==> src/sv/bct_ram.sv <==
// Generic single port RAM with registered read.
// Depends on nothing.
module bct_ram #(
   parameter int Width = 32,
   parameter int Depth = 16
) (
   input  logic                     clock,
   input  logic                     wr_en,
   input  logic [$clog2(Depth)-1:0] addr,
   input  logic [Width-1:0]         wr_data,
   output logic [Width-1:0]         rd_data
);
   logic [Width-1:0] mem_ff [Depth];
   always_ff @(posedge clock) begin
      if (wr_en) mem_ff[addr] <= wr_data;
      rd_data <= mem_ff[addr];
   end
endmodule

==> config.mk <==
export PLATFORM = sky130hd
export DESIGN_NAME = bct_ram
export DESIGN_NICKNAME = d
export VERILOG_FILES = /design/src/sv/bct_ram.sv
export SDC_FILE = /design/constraint.sdc
export NUM_CORES = 1
export LEC_CHECK = 0
export BUFFER_PORTS_ARGS = -buffer_cell sky130_fd_sc_hd__clkbuf_2
export CORE_MARGIN = 5
export CORE_UTILIZATION = 35
export DETAILED_ROUTE_END_ITERATION = 16
export PLACE_DENSITY_LB_ADDON = 0.25
export SYNTH_ARGS = -nofsm -noshare
export SYNTH_HDL_FRONTEND = slang
export SYNTH_SLANG_ARGS = --single-unit
==> constraint.sdc <==
create_clock -name clock -period 3.4 [get_ports clock]
set_input_delay 0.17 -clock clock [delete_from_list [all_inputs] [get_ports clock]]
set_output_delay 0.17 -clock clock [all_outputs]
set_load 0.02 [all_outputs]
======== Word-level counts from Yosys, hierarchy flattened ========
Memory sizes are Yosys's and may differ from the RTL's. A register that Yosys moved wholly into a read port is not among the register bits.
Index checks and enable logic that the tools add are counted.
word-level totals
  flip-flop bits (word level) ............. 0
  bits in latches ......................... 0
  memory bits (writable) .................. 512
  bits in read-only memories .............. 0
  bits of input ports ..................... 38
  output and inout port bits .............. 32
  word-level logic and storage cells ...... 3
  memories kept ........................... 1
operators by class
  add/sub/neg operators ................... 0
  multiply operators ...................... 0
  div/mod/pow operators ................... 0
  magnitude comparators ................... 0
  equal/unequal tests ..................... 0
  shift-type cells ........................ 0
  mux-type cells .......................... 2
  bitwise logic cells ..................... 0
  reductions and logical operators ........ 0
memories
  name    words  bits a word  rd ports  clocked after Yosys merged registers in  write ports  line  text
  mem_ff  16     32           1         1                                        1            13    logic [Width-1:0] mem_ff [Depth];
operators with widths
  cell              number
  1-bit 2-to-1 mux  2

======== Longest topological paths before layout ========
Gate-level depths: netlist of the first run.
  word-level depth ........................ 2
  mapped depth ............................ 6
  depth with buffers taken out ............ 3

======== Least setup slack after synthesis of the first run ========
OpenSTA, ideal clock, no wires.
  path kind ............................... input to register
  start point ............................. input addr[1]
  end point ............................... memory mem_ff[0][0] (enable)
  library setup time ...................... 0.461 ns
  data arrival time ....................... 2.951 ns
  data required time ...................... 2.939 ns
  slack ................................... -0.012 ns
  stages on the path ...................... 4
  path buffers ............................ 3
  cells stage by stage .................... buf_2 -> buf_4 -> clkbuf_1 -> nor3_1
RTL lines
  element          line  text
  start, declared  9     input logic [$clog2(Depth)-1:0] addr,
  end, declared    13
Straight into the memory's write port.

==> results by group, run 1 <==
Layout
  • Diode count: 0
  • Fraction of layout cells with a size suffix above 1: between 30% and 40%
  • Area Overhead vs Synth: 19.4%
  • Filler instances: between 4k and 5k
  • Finished Cell Area: about 0.024 mm2
  • Fin util: between 40 and 50%
  • Post-layout net count: around 1.0k

Logic synthesis
  • Simple-gate share of the synthesized area: under 10%
  • Synth Area in XOR/XNOR: 0%
  • Dominant cells by area after synthesis: sky130_fd_sc_hd__edfxtp_1 77%, sky130_fd_sc_hd__mux4_2 15%, sky130_fd_sc_hd__dfxtp_1 3.2%, sky130_fd_sc_hd__a22oi_1 2.4%, sky130_fd_sc_hd__nand2_1 0.62%
  • Net count after synthesis: about 880
  • Number of warnings printed during yosys synthesis: 0
  • Number of synthesized register bits: between 500 and 600
  • Syn Std Cell Area: 0.0199 mm2
  • Largest family of logic cells by synthesized area: multiplexers
  • Biggest area consumer among synthesized cells: sky130_fd_sc_hd__edfxtp_1
  • Average cell area after synthesis: 23.6 um2
  • Count of cell types in the netlist: 17
  • Synth Area in Compound Gates: around 2.4%
  • Number of instances in the synthesized netlist: between 800 and 900
  • Part of the Yosys area used for sequential elements: between 80% and 90%
  • Portion of synthesized cell area occupied by the leading cell type: 77.4%
  • Share of cell area taken by muxes after synthesis: ~15%
  • Adder-cell share of the synthesized area: 0%

Route
  • Remaining DRCs: 0
  • Vias: 8,995
  • Violation count after the first detailed-route iteration: approximately 700
  • Detailed-routing iteration count for the pre-antenna-repair pass: 5
  • Wire length reported by the detailed router: around 44,000 um
  • Routed wirelength normalized by instance count: ~25 um
  • Antenna Nets Post-Route: 0
  • Post-detailed-route via-to-cell ratio: slightly above 5

Power
  • Combinational group share of total power: under 10%
  • Cell internal pwr: about 12 mW
  • Areal power density over the cells: 633 mW/mm2
  • Sequential cell fraction of total power: 50.2%
  • Switching Share: 20.2%
  • IR drop worst, VDD: 0.000367 V
  • Leakage power summed over all cells: roughly 7.7 nW
  • Proportion of power drawn by the clock network: approximately 45%
  • Psw: between 3 and 4 mW

Clocking
  • Maximum count of clock buffers along a single path: 3
  • Number of sinks driven by the clock tree: about 540
  • Clock root buffer: sky130_fd_sc_hd__clkbuf_16
  • Clock edge transition at the registers on the reported setup and hold paths: 0.06 ns
  • Insertion delay to the later sink of the worst-skew pair: about 0.6 ns
  • Clock buffers created by TritonCTS: 57
  • Post-CTS Setup Repair Bufs: 0
  • # H-tree levels: 2
  • CTS tree: built

Setup path
  • Flop2flop setup slack: 1.97 ns
  • Gate family responsible for the most delay along the worst path: buffers and inverters
  • RR Endpoint: rd_data[30]
  • Capturing instance or port of the critical path: rd_data[9]
  • Count of cell instances traversed by the critical path: 5
  • Maximum cell stage delay along the critical path: 0.56 ns
  • CP Cell Sequence: buf_8, buf_4, mux4_2, a22oi_1, nand2_1
  • Arrival time of the worst setup path: about 2.2 ns
  • Start of the worst register-to-register path: mem_ff[9][30]
  • Critical-path maximum fanout: approximately 50
  • Setup crit start: addr[0]
  • Highest-delay cell along the critical path: sky130_fd_sc_hd__mux4_2
  • CP Class: in -> reg
  • Kind of launch point of the worst setup path: primary input
  • Number of cells on the worst reg-to-reg path: 3
  • CP Capture Type: flop
  • Critical path buffer and inverter count: 2
  • Required time of the critical path: ~3.9 ns

Outcome
  • Result of the run: finished clean

Timing
  • Actual transition at the worst max-transition pin: 1.10 ns
  • Final worst hold slack: 0.0265 ns
  • Max Freq: 577 MHz
  • Worst-case setup margin in the final layout: between 1.5 and 2 ns
  • Relative slew slack: between 20% and 30%
  • Number of max-slew violations in the final report: 0
  • Hold violation total from the final report: 0
  • Count of endpoints failing setup in the final report: 0
  • Setup repair after global routing missed its margin: false
  • Min cycle time layout: around 1.7 ns
  • Worst setup skew after layout: just under 0.02 ns
  • Final TNS setup: 0 ns
  • Period utilization: slightly above 50%

Floorplan
  • Count of standard-cell rows: 87
  • Die X-Extent: 248 um
  • Core footprint: 0.0563 mm2
  • Effective utilization at floorplan: around a third
  • Die Area: roughly 0.06 mm2
  • Die H: ~250 um
  • Top-level I/O count: 70

Placement
  • Area of placed instances: 0.0214 mm2
  • Detail Placement HPWL: approximately 24,000 um
  • Worst Setup Slack post-DPL: 1.04 ns
  • Global placer's final weighted congestion: roughly 0.7
  • Count of buffers inserted at the top-level ports: between 60 and 70

Global routing
  • Antenna violations before repair: 0
  • First-pass GRT wire length: approximately 66,000 um
  • Vias in the first global route: about 9.8k
  • Congestion Overflow GR: 0
  • Global-route usage over all layers: about 15%
  • Pin count of the biggest net entering global routing: 80

Job
  • Maximum capacitance violations: 0

Worst hold path
  • Worst hold-check path type: in -> reg
  • Cell depth of the worst hold path: 1
-- through the flow --
stage	instances	power, mW
after floorplan	840	8.09
after global placement	1657	8.40
after detailed placement	1657	8.41
after CTS	1789	15.2
after global routing	1789	15.6
final	1789	15.0
-- cell families (layout without fill, tap and decap cells) --
group | after synthesis | after routing
muxes | 128 | 128
DFF | 544 | 544
and+or+nand+nor | 59 | 59
buffers and inverters | 45 | 238
AOI/OAI and AO/OA | 64 | 64
-- synth_stat cells --
master / instances
sky130_fd_sc_hd__nor3_1: 4
sky130_fd_sc_hd__nor2b_1: 2
sky130_fd_sc_hd__edfxtp_1: 512
sky130_fd_sc_hd__nand3b_1: 2
sky130_fd_sc_hd__dfxtp_1: 32
sky130_fd_sc_hd__nand2_1: 33
sky130_fd_sc_hd__nand3_1: 1
sky130_fd_sc_hd__a22oi_1: 64
sky130_fd_sc_hd__buf_6: 6
sky130_fd_sc_hd__buf_2: 11
sky130_fd_sc_hd__nand2b_1: 2
sky130_fd_sc_hd__mux4_2: 128
sky130_fd_sc_hd__buf_4: 1
sky130_fd_sc_hd__or3b_2: 1
sky130_fd_sc_hd__and2_1: 1
sky130_fd_sc_hd__clkbuf_1: 27
sky130_fd_sc_hd__nor2_1: 13
-- worst min-delay path by stage --
stage                     start        endpoint  slack [ns]
CTS                 wr_data[13]   mem_ff[0][13]      0.0003
floorplan            wr_data[0]    mem_ff[0][0]        0.27
detailed placement  rd_data[11]     rd_data[11]        0.59
global route        wr_data[13]   mem_ff[2][13]        0.02
global placement     wr_data[1]    mem_ff[3][1]        0.57
finish              wr_data[13]  mem_ff[12][13]        0.03
-- layout by cell type (no fill, tap or decap), types with 4 or more instances in the layout --
master,Yosys,final
sky130_fd_sc_hd__edfxtp_1,512,512
sky130_fd_sc_hd__mux4_2,128,128
sky130_fd_sc_hd__clkbuf_2,0,67
sky130_fd_sc_hd__a22oi_1,64,64
sky130_fd_sc_hd__clkbuf_16,0,59
sky130_fd_sc_hd__nand2_1,33,33
sky130_fd_sc_hd__buf_4,1,32
sky130_fd_sc_hd__dfxtp_1,32,32
sky130_fd_sc_hd__dlygate4sd3_1,0,25
sky130_fd_sc_hd__nor2_4,0,13
sky130_fd_sc_hd__bufinv_16,0,12
sky130_fd_sc_hd__clkinv_1,0,11
sky130_fd_sc_hd__clkinv_2,0,8
sky130_fd_sc_hd__clkbuf_1,27,7
sky130_fd_sc_hd__clkbuf_8,0,6
sky130_fd_sc_hd__buf_12,0,5
sky130_fd_sc_hd__nor3_2,0,4
-- registers in the layout, summed over array words and instances (netlist names) --
| signal | cells |
|---|---|
| mem_ff | 512 |
| rd_data | 32 |
-- repair_timing --
action | CTS | global route
hold endpoints to repair | 370 | 0
hold buffers | 25 | 0
gates resized for setup | 0 | 0
-- metal layers --
layer	share of wire, %	GRT usage [%]	wire length, um
met2	48	23.0	21000
met3	4.9	2.39	2180
met1	45	21.0	19900
met4	2.2	4.19	991
met5	0	0	0
-- power by group through the flow --
stage                     Combinational (mW)  Clock (mW)  Sequential, mW
after floorplan                        0.362           0            7.73
after global placement                 0.721           0            7.68
after detailed placement               0.728           0            7.69
after CTS                              0.754        6.92            7.54
after global routing                   0.794        7.24            7.55
final                                  0.730        6.75            7.54
-- area by class of cell --
class	instances	area (um2)	area share, %
repair buffers	131	952	4.01
well taps	756	946	3.99
clock inverters	35	477	2.01
flip-flops and latches	544	16000	67.5
clock buffers	72	1590	6.68
multi-input cells	251	3750	15.8
(Power assumes the default switching activity.)
==> inputs of run 2 (changes only) <==
--- a/config.mk
+++ b/config.mk
@@ -5,6 +5,7 @@
 export SDC_FILE = /design/constraint.sdc
 export NUM_CORES = 1
 export LEC_CHECK = 0
+export ABC_AREA = 1
 export BUFFER_PORTS_ARGS = -buffer_cell sky130_fd_sc_hd__clkbuf_2
 export CORE_MARGIN = 5
 export CORE_UTILIZATION = 35
==> constraint.sdc (replaced) <==
create_clock -name clock -period 1.4 [get_ports clock]
set_input_delay 0.07 -clock clock [delete_from_list [all_inputs] [get_ports clock]]
set_output_delay 0.07 -clock clock [all_outputs]
set_load 0.02 [all_outputs]
==> results by group, run 2 <==
Outcome
  • Result of the run: finished clean

Logic synthesis
  • Async set-reset flop share out of synthesis: 0% (unchanged)
  • Net count after synthesis: 2,151 (+140%)
  • Part of the Yosys area used for sequential elements: 72.1% (-8.5 points)
  • Syn Std Cell Area: 0.0222 mm2 (+12%)
  • Number of synthesized register bits: 544 (unchanged)
  • Average cell area after synthesis: 10.5 um2 (-56%)
  • Leading cell type by number of instances after synthesis: sky130_fd_sc_hd__nand2_1
  • Number of instances in the synthesized netlist: 2,113 (+150%)
  • Count of cell types in the netlist: 13 (-4)
  • Number of warnings printed during yosys synthesis: 0 (unchanged)
  • Portion of synthesized cell area occupied by the leading cell type: 69.2% (-8.2 points)
  • Most frequent cells after synthesis: 1,378 x sky130_fd_sc_hd__nand2_1, 512 x sky130_fd_sc_hd__edfxtp_1, 70 x sky130_fd_sc_hd__inv_1
  • Biggest area consumer among synthesized cells: sky130_fd_sc_hd__edfxtp_1
  • Number of enable-type register cells in the synthesized netlist: 512 (unchanged)
  • Top flip-flop cell by instance count after synthesis: sky130_fd_sc_hd__edfxtp_1
  • Dominant cells by area after synthesis: sky130_fd_sc_hd__edfxtp_1 69%, sky130_fd_sc_hd__nand2_1 23%, sky130_fd_sc_hd__dfxtp_1 2.9%, sky130_fd_sc_hd__inv_1 1.2%, sky130_fd_sc_hd__buf_6 1.2%

Layout
  • Post-layout net count: 2,283 (+120%)
  • Filler-free cell count of the finished design: 3,136 (+75%)
  • Finished Cell Area: 0.0263 mm2 (+11%)
  • Commonest non-fill, non-tap cell in the layout: sky130_fd_sc_hd__nand2_1
  • Area Overhead vs Synth: 18.6%
  • Fraction of layout cells with a size suffix above 1: 10.5% (-23 points)
  • Most flops, register: mem_ff
  • Fin util: 41.8% (-0.31 points)
  • Highest-count cells in the layout ignoring fill and taps: 1,377 x sky130_fd_sc_hd__nand2_1, 512 x sky130_fd_sc_hd__edfxtp_1, 67 x sky130_fd_sc_hd__inv_1, 67 x sky130_fd_sc_hd__clkbuf_2, 57 x sky130_fd_sc_hd__clkbuf_16
  • Diode count: 0 (unchanged)
  • Top flop regs: mem_ff (512), rd_data (32)
  • Max reg flops: 512 (unchanged)

Job
  • Maximum capacitance violations: 0 (unchanged)

Timing
  • Min cycle time layout: 1.33 ns
  • Setup repair after global routing missed its margin: true
  • Count of endpoints failing setup in the final report: 0 (unchanged)
  • Number of max-slew violations in the final report: 0 (unchanged)
  • Actual transition at the worst max-transition pin: 0.473 ns (-0.631 ns)
  • Worst setup skew after layout: 0.0221 ns (+0.00234 ns)
  • Hold violation total from the final report: 0 (unchanged)
  • Relative slew slack: 68.4% (+42 points)
  • Max Freq: approximately 750 MHz
  • Period utilization: 94.9%

Global routing
  • Most Crowded Layer GR: met2
  • Met3 track demand over resource in global routing: 2.44% (+0.048 points)
  • First-pass GRT wire length: 84,600 um (+29%)
  • M1 GR Usage: 22.3% (+1.4 points)
  • Met2 Use GR: 26.6% (+3.6 points)
  • Pin count of the biggest net entering global routing: 72 (-10%)
  • Congestion Overflow GR: 0 (unchanged)
  • Antenna violations before repair: 1 (+1)
  • Global-route usage over all layers: 16.0% (+1.5 points)
  • Vias in the first global route: 14.0k (+44%)

Setup path
  • CP Class: in -> reg
  • Critical-path maximum fanout: 23 (-53%)
  • Setup crit start: addr[0]
  • Start of the worst register-to-register path: mem_ff[5][18]
  • Arrival time of the worst setup path: 1.61 ns (-0.59 ns)
  • Required time of the critical path: 1.68 ns (-2.19 ns)
  • Kind of launch point of the worst setup path: primary input
  • CP Capture Type: flop
  • Number of cells on the worst reg-to-reg path: 8 (+5)

Route
  • Remaining DRCs: 0 (unchanged)
  • Antenna Nets Post-Route: 0 (unchanged)
  • Routed wirelength normalized by instance count: 17.6 um (-29%)
  • Violation count after the first detailed-route iteration: 978 (+41%)
  • Vias: 14.3k (+59%)
  • Detailed-routing iteration count for the pre-antenna-repair pass: 5 (unchanged)
  • Wire length reported by the detailed router: 55,100 um (+25%)
  • Post-detailed-route via-to-cell ratio: 4.55 (-9.5%)

Placement
  • Cells after DPL: 2,999 (+81%)
  • Area of placed instances: 0.0243 mm2 (+13%)
  • Detail Placement HPWL: 31,000 um (+28%)
  • Count of buffers inserted at the top-level ports: 69 (unchanged)
  • Global placer's final weighted congestion: 0.757 (+9.6%)

Worst hold path
  • Cell depth of the worst hold path: 7 (+6)
  • Worst hold-check path type: in -> reg
  • Hold Startpoint: addr[2]

Floorplan
  • Die H: 262 um (+5.5%)
  • Die X-Extent: 262 um (+5.5%)
  • Die Area: 0.0686 mm2 (+11%)
  • Core footprint: 0.0630 mm2 (+12%)
  • Effective utilization at floorplan: 35.3% (about the same)
  • Count of standard-cell rows: 92 (+5.7%)
  • Top-level I/O count: 70 (unchanged)

Clocking
  • Insertion delay to the later sink of the worst-skew pair: 0.60 ns (about the same)
  • Clock buffers created by TritonCTS: 55 (-3.5%)
  • Number of sinks driven by the clock tree: 544 (unchanged)
  • Maximum count of clock buffers along a single path: 3 (unchanged)
  • CTS tree: built
  • Clock root buffer: sky130_fd_sc_hd__clkbuf_16
  • # H-tree levels: 2 (unchanged)
  • Clock edge transition at the registers on the reported setup and hold paths: 0.06 ns (about the same)
  • Post-CTS Setup Repair Bufs: 0 (unchanged)

Power
  • Areal power density over the cells: 1310 mW/mm2 (+110%)
  • IR drop worst, VDD: 0.000868 V (+140%)
  • Leakage power summed over all cells: 11.0 nW (+44%)
==> run 2: cell types whose count changed in the layout (fill, tap and decap cells not counted), moves of 8 or more <==
cell,delta
sky130_fd_sc_hd__mux4_2,-128
sky130_fd_sc_hd__buf_4,-11
sky130_fd_sc_hd__dlygate4sd3_1,+8
sky130_fd_sc_hd__a22oi_1,-64
sky130_fd_sc_hd__buf_12,+38
sky130_fd_sc_hd__bufinv_16,-11
sky130_fd_sc_hd__inv_1,+67
sky130_fd_sc_hd__nand2_1,+1344
==> run 2: power by group <==
part	internal, mW	total, mW	leakage [nW]	switching [mW]
logic	0.790	2.52	5.28	1.73
registers	18.2	18.3	4.89	0.109
clock network	7.54	13.6	0.811	6.04
==> run 2: what timing repair did <==
action                                  in CTS  in global routing
endpoints found under the setup margin       0                 14
endpoints found under the hold margin      513                  0
gates resized for setup                      0                 11
hold buffers                                33                  0
==> run 2: area by class of cell <==
cell class,instances,area (um2)
fill,5976,36600
sequential,544,16000
multi-input combinational,1400,5450
timing repair buffer,173,1900
clock buffer,70,1460
tap,846,1060
inverter,71,285
clock inverter,32,180
==> run 2: metal layers <==
metal	wire length, um	share of wire [%]	up-vias
li1	-	-	7043
met1	25700	47	6891
met2	26200	47	254
met3	2160	3.9	79
met4	1100	2.0	2
met5	13	0.024	-
==> run 2: stage by stage <==
stage	setup WS [ns]	total power [mW]	TNS (ns)	hold slack [ns]
floorplan	-0.187	20.1	-78.79	0.169
finish	0.0713	34.4	0	0.126
CTS	0.0584	34.8	0	0.0809
detailed placement	0.0235	21.1	0	0.487
global route	-0.0168	35.8	-0.0234	0.105
global placement	0.0384	21.1	0	0.489
==> run 2: kinds of logic after synthesis <==
group | count (synthesis) | synth area share [%]
flip-flops | 544 | 72.1
buffers and inverters | 169 | 4.22
AND/OR/NAND/NOR | 1400 | 23.7
==> run 2: worst paths after layout <==
path / endpoint / slack, ns
max reg2reg: rd_data[18] / 0.39
min reg2reg: rd_data[0] / 0.69
min: rd_data[22] / 0.13
max: mem_ff[3][17] / 0.07
==> run 2: worst max-delay path: stages <==
cell                            delay (ns)
sky130_fd_sc_hd__dlygate4sd3_1        0.57
sky130_fd_sc_hd__buf_8                0.18
sky130_fd_sc_hd__buf_12               0.21
sky130_fd_sc_hd__nand3_4              0.16
sky130_fd_sc_hd__nor2_4               0.18
sky130_fd_sc_hd__buf_12               0.21
==> inputs of run 3 (changes only) <==
--- a/config.mk
+++ b/config.mk
@@ -7,7 +7,6 @@
 export LEC_CHECK = 0
 export ABC_AREA = 1
 export BUFFER_PORTS_ARGS = -buffer_cell sky130_fd_sc_hd__clkbuf_2
-export CORE_MARGIN = 5
 export CORE_UTILIZATION = 35
 export DETAILED_ROUTE_END_ITERATION = 16
 export PLACE_DENSITY_LB_ADDON = 0.25
==> results by group, run 3 (synthesis results as in run 2) <==
Outcome
  • Result of the run: finished clean

Setup path
  • Number of cells on the worst reg-to-reg path: 8 (unchanged)
  • Required time of the critical path: 1.33 ns (-0.35 ns)
  • CP Class: reg -> out
  • Kind of launch point of the worst setup path: flop
  • CP Capture Type: output pin
  • Start of the worst register-to-register path: mem_ff[13][29]
  • Arrival time of the worst setup path: 1.17 ns (-0.44 ns)
  • CP Cell Sequence: clkbuf_2
  • Critical-path maximum fanout: 1 (-96%)
  • Highest-delay cell along the critical path: sky130_fd_sc_hd__dfxtp_1
  • Gate family responsible for the most delay along the worst path: flip-flops
  • Flop2flop setup slack: 0.35 ns (-0.04 ns)
  • Maximum cell stage delay along the critical path: 0.37 ns (-0.20 ns)
  • RR Endpoint: rd_data[29]
  • Critical path buffer and inverter count: 1 (-3)

Placement
  • Worst Setup Slack post-DPL: 0.00573 ns (-0.0178 ns)
  • Count of buffers inserted at the top-level ports: 69 (unchanged)
  • Detail Placement HPWL: 31,000 um (about the same)
  • Cells after DPL: 3,004 (+0.17%)
  • Global placer's final weighted congestion: 0.763 (+0.83%)

Route
  • Detailed-routing iteration count for the pre-antenna-repair pass: 5 (unchanged)
  • Wire length reported by the detailed router: 54,200 um (-1.5%)
  • Remaining DRCs: 0 (unchanged)
  • Violation count after the first detailed-route iteration: 981 (+0.31%)
  • Routed wirelength normalized by instance count: 17.3 um (-1.5%)
  • Vias: 14.2k (-0.34%)
  • Antenna Nets Post-Route: 0 (unchanged)
  • Post-detailed-route via-to-cell ratio: 4.53 (-0.34%)

Timing
  • Hold violation total from the final report: 0 (unchanged)
  • Number of max-slew violations in the final report: 0 (unchanged)
  • Count of endpoints failing setup in the final report: 0 (unchanged)
  • Relative slew slack: 59.9% (-8.5 points)
  • Max Freq: 808 MHz (+7.4%)
  • Worst setup skew after layout: 0.0140 ns (-0.00805 ns)
  • Actual transition at the worst max-transition pin: 0.601 ns (+0.128 ns)
  • Final worst hold slack: 0.115 ns (-0.0104 ns)
  • Min cycle time layout: 1.24 ns (-0.0916 ns)
  • Period utilization: 88.4% (-6.5 points)
  • Worst-case setup margin in the final layout: 0.163 ns (+0.0916 ns)
  • Final TNS setup: 0 ns (unchanged)
  • Setup repair after global routing missed its margin: false

Global routing
  • Vias in the first global route: 13.6k (-2.9%)
  • First-pass GRT wire length: 83,100 um (-1.9%)
  • Congestion Overflow GR: 0 (unchanged)
  • Antenna violations before repair: 1 (unchanged)
  • Global-route usage over all layers: 17.1% (+1.2 points)
  • Pin count of the biggest net entering global routing: 51 (-29%)

Power
  • Proportion of power drawn by the clock network: 39.8% (+0.3 points)
  • Areal power density over the cells: 1310 mW/mm2 (+0.28%)
  • Leakage power summed over all cells: 11.0 nW (+0.50%)
  • Switching Share: 22.3% (-0.56 points)
  • Sequential cell fraction of total power: 52.9% (-0.3 points)
  • Psw: 7.73 mW (-1.9%)
  • Cell internal pwr: 26.9 mW (+1.3%)
  • IR drop worst, VDD: 0.000870 V (+0.23%)
  • Combinational group share of total power: 7.3% (about the same)

Layout
  • Most flops, register: mem_ff
  • Area Overhead vs Synth: 19.0%
  • Commonest non-fill, non-tap cell in the layout: sky130_fd_sc_hd__nand2_1
  • Top flop regs: mem_ff (512), rd_data (32)
  • Fraction of layout cells with a size suffix above 1: 10.8% (+0.31 points)
  • Diode count: 0 (unchanged)
  • Fin util: 42.5% (+0.67 points)
  • Highest-count cells in the layout ignoring fill and taps: 1,378 x sky130_fd_sc_hd__nand2_1, 512 x sky130_fd_sc_hd__edfxtp_1, 67 x sky130_fd_sc_hd__inv_1, 67 x sky130_fd_sc_hd__clkbuf_2, 57 x sky130_fd_sc_hd__clkbuf_16
  • Area used by sequential logic in the layout: 0.0160 mm2 (unchanged)
  • Max reg flops: 512 (unchanged)
  • Multi-input gate area in the final layout: 0.00545 mm2 (about the same)
  • Post-layout net count: 2,293 (+0.44%)
  • Filler instances: 5,908 (-1.1%)
  • Filler-free cell count of the finished design: 3,136 (unchanged)

Floorplan
  • Count of standard-cell rows: 91 (-1.1%)
  • Effective utilization at floorplan: 35.7% (+0.45 points)
  • Die X-Extent: 254 um (-3.1%)
  • Die Area: 0.0645 mm2 (-6.0%)
  • Top-level I/O count: 70 (unchanged)
  • Core footprint: 0.0622 mm2 (-1.3%)
  • Die H: 254 um (-3.1%)

Clocking
  • Clock edge transition at the registers on the reported setup and hold paths: 0.06 ns (about the same)
  • Clock root buffer: sky130_fd_sc_hd__clkbuf_16
  • Number of sinks driven by the clock tree: 544 (unchanged)
  • Clock buffers created by TritonCTS: 54 (-1.8%)
  • # H-tree levels: 2 (unchanged)
  • Insertion delay to the later sink of the worst-skew pair: 0.60 ns (about the same)
  • Post-CTS Setup Repair Bufs: 0 (unchanged)
  • CTS tree: built
  • Maximum count of clock buffers along a single path: 3 (unchanged)

Job
  • Maximum capacitance violations: 0 (unchanged)

Worst hold path
  • Hold Startpoint: addr[2]
  • End point of the worst hold path: rd_data[20]
  • Cell depth of the worst hold path: 7 (unchanged)
  • Worst hold-check path type: in -> reg
## run 3: cell count changes in the layout (fill, tap and decap cells not counted), moves of 3 or more
cell                       delta
sky130_fd_sc_hd__buf_12      +10
sky130_fd_sc_hd__buf_16       -5
sky130_fd_sc_hd__buf_4       +10
sky130_fd_sc_hd__clkbuf_8     +4
sky130_fd_sc_hd__clkinv_2     -3
## run 3: what timing repair did
item | CTS | global route
gates resized for setup | 0 | 0
hold buffers | 32 | 0
endpoints found under the hold margin | 512 | 0
## run 3: through the flow
step                      cell area, um2  total power, mW
after floorplan                    22400             20.1
after global placement             24400             21.1
after detailed placement           24400             21.1
after CTS                          26400             35.0
after global routing               26400             35.8
final                              26400             34.6
## run 3: layout make-up
cell class,instances,area share (%)
inverter,71,1.05
clock inverter,23,0.469
sequential,544,60.6
clock buffer,77,5.91
tap,837,3.96
multi-input combinational,1400,20.6
timing repair buffer,184,7.43
## run 3: per-layer routing
metal  share of wire, %  track usage [%]  routed length [um]  vias to the layer above
li1                   -                -                   -                     7058
met1                 47             24.4               25400                     6812
met2                 47             27.7               25300                      288
met3                4.9             2.45                2650                       61
met4                1.6             3.75                 891                        2
met5              0.022                0                  12                        -
## run 3: worst max-delay path by stage
stage	startpoint	to	slack, ns	cells after the start
5_1_grt	rd_data[31]	rd_data[31]	0.12	1
4_1_cts	rd_data[31]	rd_data[31]	0.11	1
3_3_place_gp	addr[2]	mem_ff[6][10]	0.0007	6
3_5_place_dp	addr[2]	mem_ff[6][7]	0.006	6
2_1_floorplan	addr[0]	mem_ff[0][0]	-0.19	6
6_report	rd_data[31]	rd_data[31]	0.16	1
## run 3: power by group through the flow
stage,combinational [mW],sequential [mW],clock (mW)
2_1_floorplan,1.32,18.8,0
3_3_place_gp,2.46,18.7,0
3_5_place_dp,2.48,18.7,0
4_1_cts,2.56,18.3,14.1
5_1_grt,2.82,18.3,14.7
6_report,2.52,18.3,13.8
## run 3: worst min-delay path, delay by kind of cell
kind / cells / cell delay, ns
buf+inv: 3 / 0.36
simple gates: 4 / 0.22
